===== src/hdl/sst_pkg.sv =====
// Shared types and constants for the sensor statistics table.
`default_nettype none
package sst_pkg;

   localparam int KEY_W      = 48;
   localparam int READING_W  = 16;
   localparam int COUNT_OUT_W = 9;

   localparam logic signed [READING_W-1:0] ALERT_THRESHOLD_RESET = 16'sd560;

   typedef enum logic [2:0] {
      ST_IDLE,
      ST_SCAN,
      ST_MISS,
      ST_STAT,
      ST_DIV,
      ST_DONE
   } state_type;

endpackage
`default_nettype wire


===== src/hdl/sst_ram.sv =====
// Generic single-port-write, single-port-read RAM with registered read data.
`default_nettype none
module sst_ram #(
   parameter int WIDTH = 8,
   parameter int DEPTH = 32
) (
   input  wire logic                                  clock,
   input  wire logic                                  wr_en,
   input  wire logic [(DEPTH > 1 ? $clog2(DEPTH) : 1)-1:0] wr_addr,
   input  wire logic [WIDTH-1:0]                      wr_data,
   input  wire logic [(DEPTH > 1 ? $clog2(DEPTH) : 1)-1:0] rd_addr,
   output logic      [WIDTH-1:0]                      rd_data
);

   logic [WIDTH-1:0] mem [DEPTH];

   always_ff @(posedge clock) begin
      if (wr_en) begin
         mem[wr_addr] <= wr_data;
      end
      rd_data <= mem[rd_addr];
   end

endmodule
`default_nettype wire


===== src/hdl/sensor_stats_table_core.sv =====
// Top level of the sensor statistics table: lookup, update and mean divide.
//
// One req beat carries a 48-bit sensor key and a signed Q11.4 reading; one rsp
// beat comes back for it with the alert bit, mean, minimum, maximum and count
// of that sensor. A new key takes the next free entry; when all SENSORS
// entries are in use the rsp beat has table_full set and every other field
// zero, and nothing is stored. Once a sensor holds READING_CAP readings its
// statistics freeze, but alert still follows the current reading. Items are
// handled one at a time. An item passes through the key search (one key memory
// read per entry in use, up to SENSORS entries), a read of the statistics
// entry, an update that writes it back, and the bit-serial restoring divide
// that forms the mean. The key search and the divider set the rate. A finished
// beat sits in the output register, so a new req beat is taken while the
// previous rsp beat is still waiting. Keys and statistics live in two
// memories; their contents need no clearing after reset, since only entries
// below the use count are ever used. alert_threshold is written through the
// csr port, which is always ready, and resets to 35.0 degrees.
`default_nettype none
module sensor_stats_table_core
   import sst_pkg::*;
#(
   parameter int SENSORS     = 32,
   parameter int READING_CAP = 256
) (
   input  wire logic                        clock,
   input  wire logic                        reset,
   // configuration
   input  wire logic                        csr_valid,
   output logic                             csr_ready,
   input  wire logic signed [READING_W-1:0] csr_alert_threshold,
   // request
   input  wire logic                        req_valid,
   output logic                             req_ready,
   input  wire logic [KEY_W-1:0]            req_sensor_key,
   input  wire logic signed [READING_W-1:0] req_reading,
   // response
   output logic                             rsp_valid,
   input  wire logic                        rsp_ready,
   output logic                             rsp_alert,
   output logic signed [READING_W-1:0]      rsp_mean,
   output logic signed [READING_W-1:0]      rsp_minimum,
   output logic signed [READING_W-1:0]      rsp_maximum,
   output logic [COUNT_OUT_W-1:0]           rsp_reading_count,
   output logic                             rsp_table_full
);

   localparam int IDX_W  = (SENSORS > 1) ? $clog2(SENSORS) : 1;
   localparam int USED_W = $clog2(SENSORS + 1);
   localparam int CNT_W  = $clog2(READING_CAP + 1);
   localparam int SUM_W  = READING_W + CNT_W;
   localparam int STAT_W = SUM_W + 2 * READING_W + CNT_W;
   localparam int STEP_W = $clog2(SUM_W);
   localparam int CNT_EXT_W = (CNT_W > COUNT_OUT_W) ? CNT_W : COUNT_OUT_W;

   // control
   state_type              state_ff, state_in;
   logic [USED_W-1:0]      entries_ff, entries_in;
   logic [IDX_W-1:0]       scan_ff, scan_in;
   logic [IDX_W-1:0]       slot_ff, slot_in;
   logic                   fresh_ff, fresh_in;
   logic                   full_ff, full_in;
   logic [STEP_W-1:0]      step_ff, step_in;
   logic                   rsp_valid_ff, rsp_valid_in;
   logic signed [READING_W-1:0] thr_ff;

   // item payload and working statistics
   logic [KEY_W-1:0]            key_ff, key_in;
   logic signed [READING_W-1:0] rdg_ff, rdg_in;
   logic signed [SUM_W-1:0]     sum_ff, sum_in;
   logic signed [READING_W-1:0] min_ff, min_in;
   logic signed [READING_W-1:0] max_ff, max_in;
   logic [CNT_W-1:0]            cnt_ff, cnt_in;

   // divider: dividend shifts out at the top while quotient bits shift in
   logic [SUM_W-1:0]  dvd_ff, dvd_in;
   logic [CNT_W-1:0]  rem_ff, rem_in;
   logic              neg_ff, neg_in;

   // output register
   logic                        alert_ff, alert_in;
   logic signed [READING_W-1:0] mean_ff, mean_in;
   logic signed [READING_W-1:0] omin_ff, omin_in;
   logic signed [READING_W-1:0] omax_ff, omax_in;
   logic [COUNT_OUT_W-1:0]      ocnt_ff, ocnt_in;
   logic                        ofull_ff, ofull_in;

   // memory ports
   logic               key_we;
   logic [IDX_W-1:0]   key_waddr, key_raddr;
   logic [KEY_W-1:0]   key_rdata;
   logic               stat_we;
   logic [IDX_W-1:0]   stat_raddr;
   logic [STAT_W-1:0]  stat_wdata, stat_rdata;

   // helpers
   logic signed [SUM_W-1:0]     old_sum;
   logic signed [READING_W-1:0] old_min, old_max;
   logic [CNT_W-1:0]            old_cnt;
   logic [CNT_W:0]              trial;
   logic                        trial_ge;
   logic [USED_W-1:0]           scan_next;
   logic [READING_W-1:0]        quot;
   logic [CNT_EXT_W-1:0]        cnt_ext;

   sst_ram #(.WIDTH(KEY_W), .DEPTH(SENSORS)) u_key_ram (
      .clock   (clock),
      .wr_en   (key_we),
      .wr_addr (key_waddr),
      .wr_data (key_ff),
      .rd_addr (key_raddr),
      .rd_data (key_rdata)
   );

   sst_ram #(.WIDTH(STAT_W), .DEPTH(SENSORS)) u_stat_ram (
      .clock   (clock),
      .wr_en   (stat_we),
      .wr_addr (slot_ff),
      .wr_data (stat_wdata),
      .rd_addr (stat_raddr),
      .rd_data (stat_rdata)
   );

   assign csr_ready = 1'b1;
   assign req_ready = (state_ff == ST_IDLE);

   assign rsp_valid         = rsp_valid_ff;
   assign rsp_alert         = alert_ff;
   assign rsp_mean          = mean_ff;
   assign rsp_minimum       = omin_ff;
   assign rsp_maximum       = omax_ff;
   assign rsp_reading_count = ocnt_ff;
   assign rsp_table_full    = ofull_ff;

   // old statistics; a freshly allocated entry starts empty
   assign old_sum = fresh_ff ? '0 : $signed(stat_rdata[STAT_W-1 -: SUM_W]);
   assign old_min = fresh_ff ? '0 : $signed(stat_rdata[CNT_W+2*READING_W-1 -: READING_W]);
   assign old_max = fresh_ff ? '0 : $signed(stat_rdata[CNT_W+READING_W-1 -: READING_W]);
   assign old_cnt = fresh_ff ? '0 : stat_rdata[CNT_W-1:0];

   assign scan_next = USED_W'(scan_ff) + USED_W'(1);
   assign trial     = {rem_ff, dvd_ff[SUM_W-1]};
   assign trial_ge  = (trial >= {1'b0, cnt_ff});
   assign quot      = dvd_ff[READING_W-1:0];
   assign cnt_ext   = CNT_EXT_W'(cnt_ff);

   always_ff @(posedge clock) begin
      if (reset) begin
         state_ff     <= ST_IDLE;
         entries_ff   <= '0;
         rsp_valid_ff <= 1'b0;
         thr_ff       <= ALERT_THRESHOLD_RESET;
      end else begin
         state_ff     <= state_in;
         entries_ff   <= entries_in;
         rsp_valid_ff <= rsp_valid_in;
         if (csr_valid && csr_ready) begin
            thr_ff <= csr_alert_threshold;
         end
      end
   end

   always_ff @(posedge clock) begin
      scan_ff  <= scan_in;
      slot_ff  <= slot_in;
      fresh_ff <= fresh_in;
      full_ff  <= full_in;
      step_ff  <= step_in;
      key_ff   <= key_in;
      rdg_ff   <= rdg_in;
      sum_ff   <= sum_in;
      min_ff   <= min_in;
      max_ff   <= max_in;
      cnt_ff   <= cnt_in;
      dvd_ff   <= dvd_in;
      rem_ff   <= rem_in;
      neg_ff   <= neg_in;
      alert_ff <= alert_in;
      mean_ff  <= mean_in;
      omin_ff  <= omin_in;
      omax_ff  <= omax_in;
      ocnt_ff  <= ocnt_in;
      ofull_ff <= ofull_in;
   end

   always_comb begin
      state_in     = state_ff;
      entries_in   = entries_ff;
      scan_in      = scan_ff;
      slot_in      = slot_ff;
      fresh_in     = fresh_ff;
      full_in      = full_ff;
      step_in      = step_ff;
      key_in       = key_ff;
      rdg_in       = rdg_ff;
      sum_in       = sum_ff;
      min_in       = min_ff;
      max_in       = max_ff;
      cnt_in       = cnt_ff;
      dvd_in       = dvd_ff;
      rem_in       = rem_ff;
      neg_in       = neg_ff;
      rsp_valid_in = rsp_valid_ff;
      alert_in     = alert_ff;
      mean_in      = mean_ff;
      omin_in      = omin_ff;
      omax_in      = omax_ff;
      ocnt_in      = ocnt_ff;
      ofull_in     = ofull_ff;

      key_we     = 1'b0;
      key_waddr  = entries_ff[IDX_W-1:0];
      key_raddr  = '0;
      stat_we    = 1'b0;
      stat_raddr = scan_ff;

      if (rsp_valid_ff && rsp_ready) begin
         rsp_valid_in = 1'b0;
      end

      unique case (state_ff)
         ST_IDLE: begin
            if (req_valid) begin
               key_in  = req_sensor_key;
               rdg_in  = req_reading;
               full_in = 1'b0;
               scan_in = '0;
               // key of entry 0 is read now, compared next cycle
               state_in = (entries_ff == '0) ? ST_MISS : ST_SCAN;
            end
         end

         ST_SCAN: begin
            key_raddr = IDX_W'(scan_next);
            if (key_rdata == key_ff) begin
               slot_in  = scan_ff;
               fresh_in = 1'b0;
               state_in = ST_STAT;
            end else if (scan_next == entries_ff) begin
               state_in = ST_MISS;
            end else begin
               scan_in = IDX_W'(scan_next);
            end
         end

         ST_MISS: begin
            if (entries_ff == USED_W'(SENSORS)) begin
               full_in  = 1'b1;
               state_in = ST_DONE;
            end else begin
               key_we     = 1'b1;
               slot_in    = entries_ff[IDX_W-1:0];
               fresh_in   = 1'b1;
               entries_in = entries_ff + USED_W'(1);
               state_in   = ST_STAT;
            end
         end

         ST_STAT: begin
            sum_in = old_sum;
            min_in = old_min;
            max_in = old_max;
            cnt_in = old_cnt;
            if (old_cnt < CNT_W'(READING_CAP)) begin
               sum_in = old_sum + SUM_W'(rdg_ff);
               cnt_in = old_cnt + CNT_W'(1);
               if (old_cnt == '0) begin
                  min_in = rdg_ff;
                  max_in = rdg_ff;
               end else begin
                  if (rdg_ff < old_min) min_in = rdg_ff;
                  if (rdg_ff > old_max) max_in = rdg_ff;
               end
               stat_we = 1'b1;
            end
            neg_in   = sum_in[SUM_W-1];
            dvd_in   = sum_in[SUM_W-1] ? SUM_W'(-sum_in) : SUM_W'(sum_in);
            rem_in   = '0;
            step_in  = STEP_W'(SUM_W - 1);
            state_in = ST_DIV;
         end

         ST_DIV: begin
            rem_in  = trial_ge ? CNT_W'(trial - {1'b0, cnt_ff}) : trial[CNT_W-1:0];
            dvd_in  = {dvd_ff[SUM_W-2:0], trial_ge};
            step_in = step_ff - STEP_W'(1);
            if (step_ff == '0) begin
               state_in = ST_DONE;
            end
         end

         ST_DONE: begin
            if (!rsp_valid_ff || rsp_ready) begin
               rsp_valid_in = 1'b1;
               ofull_in     = full_ff;
               if (full_ff) begin
                  alert_in = 1'b0;
                  mean_in  = '0;
                  omin_in  = '0;
                  omax_in  = '0;
                  ocnt_in  = '0;
               end else begin
                  alert_in = (rdg_ff > thr_ff);
                  mean_in  = neg_ff ? $signed(~quot + 16'd1) : $signed(quot);
                  omin_in  = min_ff;
                  omax_in  = max_ff;
                  ocnt_in  = cnt_ext[COUNT_OUT_W-1:0];
               end
               state_in = ST_IDLE;
            end
         end

         default: state_in = ST_IDLE;
      endcase

      // write-back carries the updated statistics
      stat_wdata = {sum_in, min_in, max_in, cnt_in};
   end

`ifndef SYNTH
   a_entries_bound: assert property (@(posedge clock) disable iff (reset)
      entries_ff <= USED_W'(SENSORS))
      else $error("entry count beyond table size");

   a_entries_only_on_miss: assert property (@(posedge clock) disable iff (reset)
      state_ff != ST_MISS |=> $stable(entries_ff))
      else $error("entry count moved outside allocation");

   a_div_nonzero: assert property (@(posedge clock) disable iff (reset)
      state_ff == ST_DIV |-> cnt_ff != '0)
      else $error("divide by zero count");

   a_full_fields_zero: assert property (@(posedge clock) disable iff (reset)
      rsp_valid_ff && ofull_ff |-> !alert_ff && mean_ff == '0 && omin_ff == '0
                                   && omax_ff == '0 && ocnt_ff == '0)
      else $error("table_full beat carries nonzero fields");
`endif

endmodule
`default_nettype wire


===== config.mk =====
export PLATFORM = sky130hd
export DESIGN_NAME = sensor_stats_table_core
export DESIGN_NICKNAME = d
export VERILOG_FILES = /design/src/hdl/sst_pkg.sv /design/src/hdl/sst_ram.sv /design/src/hdl/sensor_stats_table_core.sv
export SDC_FILE = /design/constraint.sdc
export NUM_CORES = 2
export LEC_CHECK = 0
export BUFFER_PORTS_ARGS = -buffer_cell sky130_fd_sc_hd__buf_4
export CORE_MARGIN = 1.5
export CORE_UTILIZATION = 63
export DETAILED_ROUTE_END_ITERATION = 6
export GPL_TIMING_DRIVEN = 0
export MAX_ROUTING_LAYER = met4
export PLACE_DENSITY = 0.79
export SLEW_MARGIN = 15
export SYNTH_ARGS = -nofsm -noshare
export SYNTH_HDL_FRONTEND = slang
export SYNTH_HIERARCHICAL = 1
export SYNTH_SLANG_ARGS = --single-unit

===== constraint.sdc =====
create_clock -name clock -period 7.3 [get_ports clock]
set_input_delay 1.095 -clock clock [delete_from_list [all_inputs] [get_ports clock]]
set_output_delay 1.095 -clock clock [all_outputs]
set_load 0.005 [all_outputs]

==> metrics.md <==
| Metric | Value |
|---|---|
| Status | `complete, but fails checks` |
| Failing checks | `max-capacitance violations` |
| Post-Route WL | `476000 µm` |
| Crit path DAT | `7.85 ns` |
| Area of the multi-input gates | `0.0365 mm²` |
| Power Dens Cells | `378 mW/mm²` |
| CP delay by family, top | `buffers and inverters` |
| Worst Path Buf+Inv | `5` |
| Cts hold-fix bufs | `0` |
| Avg Vias per Cell | `7.12` |
| Die H | `503 µm` |
| P_leak | `0.0579 µW` |
| Inst Count DP | `11800` |
| Post-Route Utilization | `0.730` |
| Ys Warns | `6` |
| Die X | `503 µm` |
| Skew-Pair Late Insertion Delay | `1.02 ns` |
| Hold Crit Start | `req_reading[14]` |
| Seq. cell area | `0.119 mm²` |
| Slew HR | `0.00507` |
| Yosys top cell area share | `0.730` |
| FMAX | `139 MHz` |
| Initial antenna violation count | `14` |
| Placed inst area | `0.168 mm²` |
| DRC viols | `0` |
| Psw | `21600 µW` |
| Power share of the combinational group | `0.263` |
| Fin Clk Skew | `0.114 ns` |
| Most frequent cells in the layout | `edfxtp_1, mux2i_1, mux4_2, clkbuf_16, nand2_1` |
| # IOs | `147` |
| Ranking of synthesized cells by area | `edfxtp_1, mux4_2, mux2i_1` |
| Synth async-reset ratio | `0` |
| Die area | `0.253 mm²` |
| HP Class | `input port to flop` |
| Port Buffer Count | `144` |
| Fraction of power spent switching nets | `0.316` |
| Fillers | `13300` |
| CTS H-tree lvls | `5` |
| Max-slew violations | `0` |
| All-Layer GR Usage | `0.391` |
| Vias | `89400` |
| Post-synth net total | `8272` |
| Final Critical Period | `7.19 ns` |
| Hold path endpoint | `rdg_ff[14]` |
| First-pass GRT wire length | `660000 µm` |
| Synth area leader | `edfxtp_1` |
| Total Nets Final | `9070` |
| Unrepaired setup endpoints after global routing | `false` |
| Setup bufs post-CTS | `0` |
| Mapped Cells | `8100` |
| Crit path required time | `7.96 ns` |
| DP HPWL | `299000 µm` |
| Core ar. | `0.248 mm²` |
| Startpoint types | `flop` |
| Initial core utilization | `0.633` |
| EDFF count, synth | `3823` |
| # rows | `183` |
| Commonest non-fill, non-tap cell in the layout | `edfxtp_1` |
| Clock tree sinks | `4029` |
| Worst Path Class, Setup | `flop to flop` |
| FF-to-FF setup slack | `0.11 ns` |
| Hold path depth | `1` |
| CP max-delay cell | `a211oi_1` |
| Post-DR wirelength/cell | `37.9 µm` |
| Largest net degree at the start of global routing | `34` |
| Internal power | `46900 µW` |
| Clock edge transition at the registers on the reported setup and hold paths | `0.07 ns` |
| Root Driver | `clkbuf_16` |
| Final Instance Count excl. Fillers | `12600` |
| Mean Syn Cell Area | `19.4 µm²` |
| Kind of end point of the critical path | `flop` |
| Max Buffers Root-to-Sink | `4` |
| Drt initial violations | `14500` |
| Netlist Area Pre-Place | `0.157 mm²` |
| Synth Register Bits | `4029` |
| Clk pwr share | `0.298` |
| Worst slew pin tran | `1.49 ns` |
| CTS tree | `done` |
| Seq/Total Area, Yosys | `0.756` |
| Final GP Congestion | `0.944` |
| Critical Path, Cell by Cell | `buf_2 > buf_2 > clkbuf_1 > buf_1 > clkbuf_1 > nor2b_1 > ha_1 > ha_1 > a21oi_1 > o22ai_1 > a211oi_1 > o21ai_0 > nor3b_1 > nor2b_1 > nand3_1 > o31ai_1 > xor2_1 > o21ai_0` |
| Area Overhead vs Synth | `15.3%` |
| FF-to-FF path depth | `18` |
| CP max stage delay | `0.92 ns` |
| Worst-path fanout max | `10` |
| Distinct cells, synth | `87` |
| # Max-Cap Violations | `1` |
| Final Hold Vio Count | `0` |
| Final cycle utilization of the critical path | `0.985` |
| Final Cell Area | `0.181 mm²` |
| Pre-Repair DR Iteration Count | `7` |
| Synth Flop Type | `edfxtp_1` |
| Post-cts sizing count | `0` |
| Max VDD drop | `323 µV` |
| Flop pwr share | `0.439` |
| FF-to-FF Start | `fresh_ff` |
| Inserted Clock Buffers | `396` |
| Vias in the first global route | `89000` |
| Final setup viols | `0` |
| Overflow after GRT | `0` |
| Fraction of layout cells with a size suffix above 1 | `0.222` |
| R2r endpoint | `dvd_ff[23]` |
| ANT nets after route | `0` |
-- how the worst max path moves through the flow --
| stage | end | cells after the start | from |
|---|---|---|---|
| finish | dvd_ff[23] | 18 | fresh_ff |
| global route | dvd_ff[24] | 18 | fresh_ff |
| CTS | dvd_ff[23] | 18 | fresh_ff |
| detailed placement | u_stat_ram/mem[8][37] | 19 | fresh_ff |
| global placement | u_stat_ram/mem[0][19] | 10 | state_ff[1] |
| floorplan | u_stat_ram/mem[0][65] | 17 | fresh_ff |
-- registers in the layout (all words and copies together), names as in the netlist, 16 cells and up --
register and cells:
u_stat_ram/mem 2112, u_key_ram/mem 1536, u_stat_ram/rd_data 66, key_ff 48, u_key_ram/rd_data 48, dvd_ff 25
sum_ff 25, max_ff 16, min_ff 16, rdg_ff 16, rsp_maximum 16, rsp_mean 16
rsp_minimum 16, thr_ff 16
-- power groups by stage --
stage | Clock, µW | Sequential (µW) | Combinational [µW]
2_1_floorplan | 0 | 29900 | 10500
3_3_place_gp | 0 | 30700 | 15800
3_5_place_dp | 0 | 30500 | 17100
4_1_cts | 20500 | 30000 | 17500
5_1_grt | 21300 | 30100 | 18500
6_report | 20400 | 30100 | 18000
-- Yosys cell counts, types with 9 or more instances --
cell,instances
buf_4,45
clkbuf_1,177
a22oi_1,149
mux2_2,84
nor4_1,11
nand3_1,175
xnor2_1,92
a31oi_1,59
nand2_1,329
o21ai_0,114
nor3_1,74
o211ai_1,9
inv_1,64
buf_6,55
a21o_1,20
o22ai_1,14
a221oi_1,14
a22o_1,97
buf_1,38
xor2_1,35
and2_1,15
mux4_2,619
dfxtp_1,206
edfxtp_1,3823
a21oi_1,238
a211oi_1,17
ha_1,86
nor2b_1,75
or3_1,13
buf_2,109
nand2b_1,49
o31ai_1,12
o221ai_1,9
nand3b_1,12
mux2i_1,849
nand4_1,31
nor2_1,181
-- through the flow --
stage / hold WS [ns] / power (µW) / worst slack (ns) / TNS, ns
CTS: 0.209 / 68000 / 0.561 / 0
global placement: 0.478 / 46500 / -4.44 / -8368.15
floorplan: 0.460 / 40300 / 1.66 / 0
detailed placement: 0.480 / 47500 / 0.663 / 0
finish: 0.259 / 68500 / 0.110 / 0
global route: 0.236 / 69900 / 0.0900 / 0
-- per-layer routing --
layer / vias to the layer above / share of wire / global-route usage
met4: 0 / 0.082 / 0.257
li1: 34400 / - / -
met5: - / 0 / -
met3: 1982 / 0.13 / 0.0887
met2: 7874 / 0.47 / 0.598
met1: 45200 / 0.32 / 0.471
-- worst register-to-register path: cells and delay by family, from the launching register on --
family / cells / cell delay [ns]
buffers and inverters: 5 / 2.31
AO/OA/AOI/OAI: 6 / 2.22
AND/OR/NAND/NOR: 4 / 1.00
flip-flops: 1 / 0.61
adder cells (fa/ha/maj): 2 / 0.50
XOR/XNOR: 1 / 0.27
-- logic make-up after synthesis --
kind of cell,count (synthesis),share of synthesized area
buffers and inverters,492,0.0165
other,1,0.0000238
XOR/XNOR,127,0.00707
flip-flops,4029,0.756
AO/OA/AOI/OAI,807,0.0339
adder cells (fa/ha/maj),88,0.00704
AND/OR/NAND/NOR,1003,0.0303
multiplexers,1553,0.149
-- cell type report --
type / count / area share
Tap cell: 3330 / 0.0230
Timing Repair Buffer: 400 / 0.0346
Clock inverter: 186 / 0.0106
Sequential cell: 4029 / 0.656
Inverter: 66 / 0.00137
Clock buffer: 534 / 0.0602
Buffer: 426 / 0.0130
Antenna cell: 13 / 0.000179
Multi-Input combinational cell: 3579 / 0.201
Note: power is estimated with default switching activity, not from simulation.
